File: src/rtl/pctd_pkg.sv
package pctd_pkg;

  localparam logic [7:0] CH_PERCENT = 8'h25;
  localparam logic [7:0] CH_PLUS    = 8'h2B;
  localparam logic [7:0] CH_SPACE   = 8'h20;

  typedef enum logic [2:0] {
    PH_PLAIN = 3'b001,
    PH_PCT   = 3'b010,
    PH_DIGIT = 3'b100
  } phase_t;

  typedef struct packed {
    logic [7:0] data;
    logic       last;
  } in_item_t;

  typedef struct packed {
    logic [7:0] data;
    logic       last;
    logic       error;
  } out_item_t;

  typedef struct packed {
    logic       ok;
    logic [3:0] nib;
  } hex_t;

  function automatic hex_t hex_value(input logic [7:0] c);
    hex_t h;
    h.ok  = 1'b1;
    h.nib = 4'd0;
    if (c >= 8'h30 && c <= 8'h39) begin
      h.nib = 4'(c - 8'h30);
    end else if (c >= 8'h41 && c <= 8'h46) begin
      h.nib = 4'(c - 8'h41 + 8'd10);
    end else if (c >= 8'h61 && c <= 8'h66) begin
      h.nib = 4'(c - 8'h61 + 8'd10);
    end else begin
      h.ok = 1'b0;
    end
    return h;
  endfunction

endpackage

File: src/rtl/pctd_if.sv
interface pctd_in_if;
  logic       valid;
  logic       ready;
  logic [7:0] in_byte;
  logic       in_last;

  modport source (output valid, output in_byte, output in_last, input ready);
  modport sink (input valid, input in_byte, input in_last, output ready);
endinterface

interface pctd_out_if;
  logic       valid;
  logic       ready;
  logic [7:0] out_byte;
  logic       out_last;
  logic       out_error;

  modport source (output valid, output out_byte, output out_last, output out_error,
                  input ready);
  modport sink (input valid, input out_byte, input out_last, input out_error,
                output ready);
endinterface

File: src/rtl/pctd_in_reg.sv
module pctd_in_reg (
  input  logic               clk,
  input  logic               rst,
  pctd_in_if.sink            din,
  input  logic               advance,
  output logic               item_valid,
  output pctd_pkg::in_item_t item
);
  import pctd_pkg::*;

  assign din.ready = !item_valid || advance;

  always_ff @(posedge clk) begin
    if (rst) begin
      item_valid <= 1'b0;
    end else if (din.ready) begin
      item_valid <= din.valid;
    end
  end

  always_ff @(posedge clk) begin
    if (din.ready && din.valid) begin
      item.data <= din.in_byte;
      item.last <= din.in_last;
    end
  end

endmodule

File: src/rtl/pctd_decode.sv
module pctd_decode (
  input  logic                clk,
  input  logic                rst,
  input  logic                item_valid,
  input  pctd_pkg::in_item_t  item,
  input  logic                advance,
  output logic                res_valid,
  output pctd_pkg::out_item_t res
);
  import pctd_pkg::*;

  phase_t     phase;
  phase_t     phase_next;
  logic [3:0] high_nibble;
  logic [3:0] high_nibble_next;
  logic       digit_bad;
  logic       digit_bad_next;
  logic       emit;
  logic       fire;
  logic       bad;
  hex_t       hv;

  assign hv   = hex_value(item.data);
  assign fire = item_valid && advance;
  assign res_valid = item_valid && emit;

  always_comb begin
    phase_next       = phase;
    high_nibble_next = high_nibble;
    digit_bad_next   = digit_bad;
    emit             = 1'b0;
    bad              = 1'b0;
    res              = '0;
    unique case (phase)
      PH_PCT: begin
        phase_next       = PH_DIGIT;
        high_nibble_next = hv.ok ? hv.nib : 4'd0;
        digit_bad_next   = !hv.ok;
        if (item.last) begin
          phase_next       = PH_PLAIN;
          high_nibble_next = 4'd0;
          digit_bad_next   = 1'b0;
          emit             = 1'b1;
          res.last         = 1'b1;
          res.error        = 1'b1;
        end
      end
      PH_DIGIT: begin
        bad              = digit_bad || !hv.ok;
        phase_next       = PH_PLAIN;
        high_nibble_next = 4'd0;
        digit_bad_next   = 1'b0;
        emit             = 1'b1;
        res.data         = bad ? 8'd0 : {high_nibble, hv.nib};
        res.last         = item.last;
        res.error        = bad;
      end
      default: begin
        phase_next = PH_PLAIN;
        if (item.data == CH_PERCENT) begin
          high_nibble_next = 4'd0;
          digit_bad_next   = 1'b0;
          if (item.last) begin
            emit      = 1'b1;
            res.last  = 1'b1;
            res.error = 1'b1;
          end else begin
            phase_next = PH_PCT;
          end
        end else begin
          emit     = 1'b1;
          res.data = (item.data == CH_PLUS) ? CH_SPACE : item.data;
          res.last = item.last;
        end
      end
    endcase
  end

  always_ff @(posedge clk) begin
    if (rst) begin
      phase       <= PH_PLAIN;
      high_nibble <= 4'd0;
      digit_bad   <= 1'b0;
    end else if (fire) begin
      phase       <= phase_next;
      high_nibble <= high_nibble_next;
      digit_bad   <= digit_bad_next;
    end
  end

`ifndef NO_ASSERTIONS
  a_error_zero: assert property (@(posedge clk) disable iff (rst)
    res_valid && res.error |-> res.data == 8'd0)
    else $error("error result carries nonzero data");

  a_last_to_plain: assert property (@(posedge clk) disable iff (rst)
    fire && emit && res.last |=> phase == PH_PLAIN)
    else $error("escape state survives end of string");

  a_pct_silent: assert property (@(posedge clk) disable iff (rst)
    fire && phase == PH_PLAIN && item.data == CH_PERCENT && !item.last
    |=> phase == PH_PCT && !$past(res_valid))
    else $error("percent did not open an escape");

  a_digit_emits: assert property (@(posedge clk) disable iff (rst)
    item_valid && phase == PH_DIGIT |-> res_valid)
    else $error("second escape digit gave no result");
`endif

endmodule

File: src/rtl/pctd_out_reg.sv
module pctd_out_reg (
  input  logic                clk,
  input  logic                rst,
  input  logic                res_valid,
  input  pctd_pkg::out_item_t res,
  output logic                advance,
  pctd_out_if.source          dout
);
  import pctd_pkg::*;

  assign advance = !dout.valid || dout.ready;

  always_ff @(posedge clk) begin
    if (rst) begin
      dout.valid <= 1'b0;
    end else if (advance) begin
      dout.valid <= res_valid;
    end
  end

  always_ff @(posedge clk) begin
    if (advance && res_valid) begin
      dout.out_byte  <= res.data;
      dout.out_last  <= res.last;
      dout.out_error <= res.error;
    end
  end

endmodule

File: src/rtl/percent_decoder.sv
// URL percent-escape decoder with plus-as-space.
// din carries one encoded byte per transaction (in_byte, in_last marks the
// final byte of a string); dout carries zero or one decoded byte per input
// transaction (out_byte, out_last, out_error). Both channels use valid/ready.
// "%hh" gives one byte, "+" gives a space, all else passes through. A bad hex
// digit or a string that ends inside an escape gives one result with
// out_error set and out_byte zero.
// A byte accepted from din lands in the input register, is decoded and lands
// in the output register, from which its result is offered on dout.
// Throughput: one byte per cycle while dout does not stall, set by the single
// decode step between the input and output registers; escape bytes that give
// no result still pass through that decode step.
// Reset (rst, synchronous) empties both registers and returns the decoder to
// plain text. When dout stalls, the output register holds its transaction and
// din.ready drops as soon as the input register holds a byte.
module percent_decoder (
  input  logic       clk,
  input  logic       rst,
  pctd_in_if.sink    din,
  pctd_out_if.source dout
);
  import pctd_pkg::*;

  logic      advance;
  logic      item_valid;
  in_item_t  item;
  logic      res_valid;
  out_item_t res;

  pctd_in_reg u_in_reg (
    .clk        (clk),
    .rst        (rst),
    .din        (din),
    .advance    (advance),
    .item_valid (item_valid),
    .item       (item)
  );

  pctd_decode u_decode (
    .clk        (clk),
    .rst        (rst),
    .item_valid (item_valid),
    .item       (item),
    .advance    (advance),
    .res_valid  (res_valid),
    .res        (res)
  );

  pctd_out_reg u_out_reg (
    .clk       (clk),
    .rst       (rst),
    .res_valid (res_valid),
    .res       (res),
    .advance   (advance),
    .dout      (dout)
  );

endmodule
File: src/flat_wrapper.sv
// flat-port wrapper written by rule: the top's interface ports become plain ports
module percent_decoder_flat import pctd_pkg::*;
  (clk, rst, din_valid, din_in_byte, din_in_last, din_ready, dout_valid, dout_out_byte, dout_out_last, dout_out_error, dout_ready);
  pctd_in_if din_i ();
  pctd_out_if dout_i ();
  input  logic clk;
  input  logic rst;
  input wire logic [$bits(din_i.valid)-1:0] din_valid;
  input wire logic [$bits(din_i.in_byte)-1:0] din_in_byte;
  input wire logic [$bits(din_i.in_last)-1:0] din_in_last;
  output wire logic [$bits(din_i.ready)-1:0] din_ready;
  output wire logic [$bits(dout_i.valid)-1:0] dout_valid;
  output wire logic [$bits(dout_i.out_byte)-1:0] dout_out_byte;
  output wire logic [$bits(dout_i.out_last)-1:0] dout_out_last;
  output wire logic [$bits(dout_i.out_error)-1:0] dout_out_error;
  input wire logic [$bits(dout_i.ready)-1:0] dout_ready;
  assign din_i.valid = din_valid;
  assign din_i.in_byte = din_in_byte;
  assign din_i.in_last = din_in_last;
  assign din_ready = din_i.ready;
  assign dout_valid = dout_i.valid;
  assign dout_out_byte = dout_i.out_byte;
  assign dout_out_last = dout_i.out_last;
  assign dout_out_error = dout_i.out_error;
  assign dout_i.ready = dout_ready;
  percent_decoder u_core (.clk(clk), .rst(rst), .din(din_i), .dout(dout_i));
endmodule
File: config.mk
export PLATFORM = sky130hd
export DESIGN_NAME = percent_decoder_flat
export DESIGN_NICKNAME = d
export VERILOG_FILES = /design/src/rtl/pctd_pkg.sv /design/src/rtl/pctd_if.sv /design/src/rtl/pctd_in_reg.sv /design/src/rtl/pctd_decode.sv /design/src/rtl/pctd_out_reg.sv /design/src/rtl/percent_decoder.sv /design/src/flat_wrapper.sv
export SDC_FILE = /design/constraint.sdc
export NUM_CORES = 1
export LEC_CHECK = 0
export BUFFER_PORTS_ARGS = -buffer_cell sky130_fd_sc_hd__buf_2
export CAP_MARGIN = 10
export CORE_ASPECT_RATIO = 0.9
export CORE_UTILIZATION = 57
export CTS_BUF_LIST = sky130_fd_sc_hd__clkbuf_4
export DETAILED_ROUTE_END_ITERATION = 6
export GPL_ROUTABILITY_DRIVEN = 0
export PLACE_DENSITY = 0.81
export SLEW_MARGIN = 20
export SYNTH_ARGS = -nofsm -noshare
export SYNTH_HDL_FRONTEND = slang
export SYNTH_SLANG_ARGS = --single-unit
File: constraint.sdc
create_clock -name clk -period 2.5 [get_ports clk]
set_input_delay 0.375 -clock clk [delete_from_list [all_inputs] [get_ports clk]]
set_output_delay 0.375 -clock clk [all_outputs]
set_load 0.02 [all_outputs]
* Yosys cells after proc, flatten, opt, wreduce, memory -nomap -nowiden
Cells that the tools add are included.
** Cells by class
- Add/subtract/negate cells :: 5
- $mul :: 0
- Divide/modulo/power cells :: 0
- Order comparisons :: 6
- Equal/unequal tests :: 4
- Shift operators :: 0
- Mux-type cells :: 28
- Bitwise gates (word level) :: 0
- Reductions and logical operators :: 15
** Operator list (count)
- $mux 4 :: 6
- $mux 8 :: 3
- $eq 8x6->1 const B :: 2
- $ge 8x7->1 const B :: 2
- $le 8x7->1 const B :: 2
- $pmux 8 s2 :: 1
- $sub 4x1->4 const B :: 3
- $mux 1 :: 9
- $add 4x4->4 const B :: 2
- $ge 8x6->1 const B :: 1
- $le 8x6->1 const B :: 1
- $pmux 4 s2 :: 1
- $logic_and 1x1->1 :: 7
- $mux 2 :: 3
- $pmux 3 s2 :: 1
- $pmux 1 s2 :: 2
- $pmux 2 s2 :: 1
- $eq 3x2->1 const B :: 1
- $eq 3x3->1 const B :: 1
- $logic_not 1->1 :: 3
- $logic_or 1x1->1 :: 3
- $mux 3 :: 1
- $reduce_bool 3->1 :: 1
- $reduce_and 2->1 :: 1
** Storage, ports and cells
- Bits in registers :: 29
- Bits in latches :: 0
- RAM bits :: 0
- ROM bits :: 0
- Input bits :: 13
- Output and inout bits :: 12
- Memories :: 0

* Longest topological paths before layout
- Depth after elaboration :: 9
- Gate-level depth with buffers :: 7
- Mapped depth without buffers :: 7

* Hierarchy
From an unflattened synthesis, not the netlist that was laid out.
** Unflattened totals
- Cell total of the unflattened synthesis :: 117
- Area, all modules :: 1441.4 um2
** By module, submodules not included
- pctd_decode :: instances 1, cells an instance 88, area an instance 760.7 um2
- pctd_out_reg :: instances 1, cells an instance 15, area an instance 355.3 um2
- pctd_in_reg :: instances 1, cells an instance 14, area an instance 325.3 um2

* Worst setup path after synthesis
OpenSTA, ideal clock, no wires.
- Path type :: reg2reg
- From :: register, netlist name u_core.u_in_reg.item[1]
- To :: register u_core.u_out_reg.dout.out_byte[0] (enable)
- Library setup time :: 0.378 ns
- Arrival time :: 1.759 ns
- Required time :: 2.122 ns
- Path slack :: 0.364 ns
- Stages on the path, launching flop included :: 6
- Path buffers :: 0
- Clock period less this slack :: 2.136 ns
- Cell sequence :: edfxtp_1 ha_1 and3b_1 a31oi_1 nand2b_1 nor2b_1
** Between the ends
- Longest elaborated chain between the ends :: 5
** Ends and longest elaborated chain
- $eq 8x6->1 :: line pctd_decode.sv:60 : if (item.data == CH_PERCENT) begin
- $mux 1 :: line pctd_decode.sv:60
- $pmux 1 s2 :: line pctd_decode.sv:34 : unique case (phase)
- $logic_and 1x1->1 :: line pctd_decode.sv:25 : assign res_valid = item_valid && emit;
- $logic_and 1x1->1 :: line pctd_out_reg.sv:22 : if (advance && res_valid) begin
- end signal, assigned :: line pctd_out_reg.sv:23 : dout.out_byte <= res.data;
- end, declared :: line pctd_if.sv:18 : modport source (output valid, output out_byte, output out_last, output out_error,
Every way passes these cells.
A chain may end at the register's enable or synchronous reset.

==> metrics <==
Clock Pin Slew Worst Setup and Hold Paths=90 ps; uppermost layer routed=met4; fin crit share=0.8817; Slew @ Worst Pin=419.3 ps; Tmin final=2204 ps; post-synthesis simple-gate area fraction=0.1977; met1 WL=1.069 mm; Multi-input gate area=613.1 um^2; layout cell share with drive strength beyond 1=0.2857; RSZ-0062 raised after global routing=false; path type of the worst setup path=flop to flop; Placed Instance Area=1560 um^2; area of the core=2262 um^2; Synth Instances=117; Ports=25; TritonCTS clock tree=yes; Slew HR=0.7197; Synth-to-Final Area Change=14.45%; postcts setup bufs=0; final wirelength=2.522 mm; GRT Util Overall=0.2298; top_reg_cell synth=edfxtp_1; most frequent cells in the layout=buf_2 (24), edfxtp_1 (19), a22o_1 (10), dfxtp_1 (10), a21oi_1 (9); Num CTS Buffers=5; Netlist cell types=38; Synth Area in Compound Gates=0.1746; CP cell instances=inv_1 > ha_1 > or3b_2 > a31oi_4 > nor3_4 > a32o_1; clock buffer depth=2; first-pass GRT wire length=4.229 mm; IO Port Bufs=24; vias in the first global route=996; Routed Antenna Nets=0; WL met2=1.230 mm; final number of setup-violating endpoints=0; largest incremental delay on the critical path=500 ps; Yosys reg bits=29; HPWL Detailed=1.928 mm; Largest delay share family, worst path=simple AND/OR/NAND/NOR gates; worst min-delay path class=input port to flop; Post-synth EDFFs=19; CP Data Arrival Time=2280 ps; syn_area_per_cell=12.06 um^2; global route overflow=0; sequential area share after synthesis=0.5461; wire per inst=14.49 um; combinational family with the most area after synthesis=simple AND/OR/NAND/NOR gates; xor and xnor fraction of the mapped netlist area=0.01241; biggest area consumer among synthesized cells=edfxtp_1; slowest cell on the critical path=edfxtp_1; Die X=54.45 um; CTS root buf=clkbuf_4; largest net degree at the start of global routing=11; CP Capture Type=flop; Peak VDD IR=0.4181 mV; diode count=0; DR vias=1,030; startpoint type of the worst setup path=flop; Layout Skew=5.526 ps; async set or reset register ratio after synthesis=0; top cells by area, synth=edfxtp_1 (40%), dfxtp_1 (14%), a22o_1 (6.2%), ha_1 (3.5%), a21oi_1 (3.2%); H-tree levels=2; Die ar.=2679 um^2; Post-Syn Area=1411 um^2; post-synth top area share=0.4043; initial antenna violation count=0; # clock sinks=29; Die Ht=49.21 um; commonest non-fill, non-tap cell in the layout=buf_2; Final Cell Area=1615 um^2; Remaining DRCs=0; CP Max Fanout=8; # fillers=177; Adder-Cell Fraction of Synth Area=0.03546; cts hold-fix bufs=0; DR WL met3=155 um; Register Area=770.7 um^2; Critical Path RT=2570 ps; total negative setup slack=0 ps; max-cap violation count=0; Worst-Skew Late Latency=320 ps; multiplexer share of the synthesized area=0.01418; pwr/cell area=557.5 nW/um^2; P_leak=0.0006316 uW; fin. max-slew vios=0; Synth warnings=0; vias per cell=5.920; drt first pass iters=6; post_cts resized=0; f_max=0.4537 GHz; syn_nets=134; Site Rows=16; layout net count=163; Initial Util=0.6239; status=completed; Iter 0 DRT Violations=24; Buf+Inv Stages, Crit Path=1; Final Hold Viols=0
## report_power, final
part	switching (uW)	total (uW)	leakage [uW]	internal, uW
Combinational	49.3	84.4	0.000334	35.1
Clock	150	268	0.0000354	118
Sequential	17.0	548	0.000262	531
## stage by stage
step | std cells | hold slack, ps | setup slack (ps) | total power (uW) | utilization
2_1_floorplan | 117 | 442.7 | 363.9 | 612.8 | -
3_3_place_gp | 166 | 461.7 | 373.0 | 638.6 | 0.6897
3_5_place_dp | 166 | 465.5 | 306.7 | 642.7 | 0.6897
4_1_cts | 174 | 203.9 | 286.7 | 913.9 | 0.7140
5_1_grt | 174 | 200.8 | 201.3 | 941.4 | 0.7140
6_report | 174 | 224.9 | 295.8 | 900.5 | 0.7140
## logic make-up (layout without fill, tap and decap cells)
kind of cell | count (synthesis) | after routing
multiplexers | 2 | 2
XOR/XNOR | 2 | 2
adder cells (fa/ha/maj) | 4 | 4
flip-flops | 29 | 29
AND/OR/NAND/NOR | 41 | 41
buffers and inverters | 7 | 37
AO/OA/AOI/OAI | 32 | 32
## cell usage after synthesis (all sizes together) (2+ instances only)
library cell  number
clkbuf             2
a31oi              2
o21ai              3
nor2               8
nand2              7
and2               3
or3b               3
a21oi             10
nand2b             4
nor3               3
inv                4
nor2b              4
edfxtp            19
mux2i              2
nor3b              2
dfxtp             10
ha                 4
a22o              10
nor4b              3
## registers in the layout (all words and copies together), names as in the netlist
name,cells
u_core.u_out_reg.dout.out_byte,8
u_core.u_in_reg.item_valid,1
u_core.u_decode.phase,3
u_core.u_in_reg.item,9
u_core.u_decode.digit_bad,1
u_core.u_out_reg.dout.out_error,1
u_core.u_decode.high_nibble,4
u_core.u_out_reg.dout.valid,1
u_core.u_out_reg.dout.out_last,1
## area by class of cell
| class | instances | share of cell area |
|---|---|---|
| clock buffers | 6 | 0.02789 |
| clock inverters | 2 | 0.006197 |
| inverters | 4 | 0.009295 |
| multi-input cells | 81 | 0.3796 |
| flip-flops and latches | 29 | 0.4771 |
| well taps | 27 | 0.02091 |
| repair buffers | 25 | 0.07901 |
## worst paths after layout
| check | to | slack [ps] | from | depth (start not counted) |
|---|---|---|---|---|
| worst min-delay path | u_core.u_in_reg.item[7] | 220 | din_in_byte[6] | 1 |
| worst max-delay path | u_core.u_out_reg.dout.out_byte[3] | 300 | u_core.u_in_reg.item[1] | 6 |
| worst max register to register | u_core.u_out_reg.dout.out_byte[3] | 300 | u_core.u_in_reg.item[1] | 6 |
| worst min register to register | u_core.u_decode.high_nibble[3] | 490 | u_core.u_decode.high_nibble[3] | 1 |
## per-layer routing
metal  track usage  up-vias
met4        0.1410        0
met5             0        -
met2        0.3598       46
met3       0.06542        9
met1        0.2687      479
li1              -      496
No activity file was read; power rests on OpenSTA's default activity.
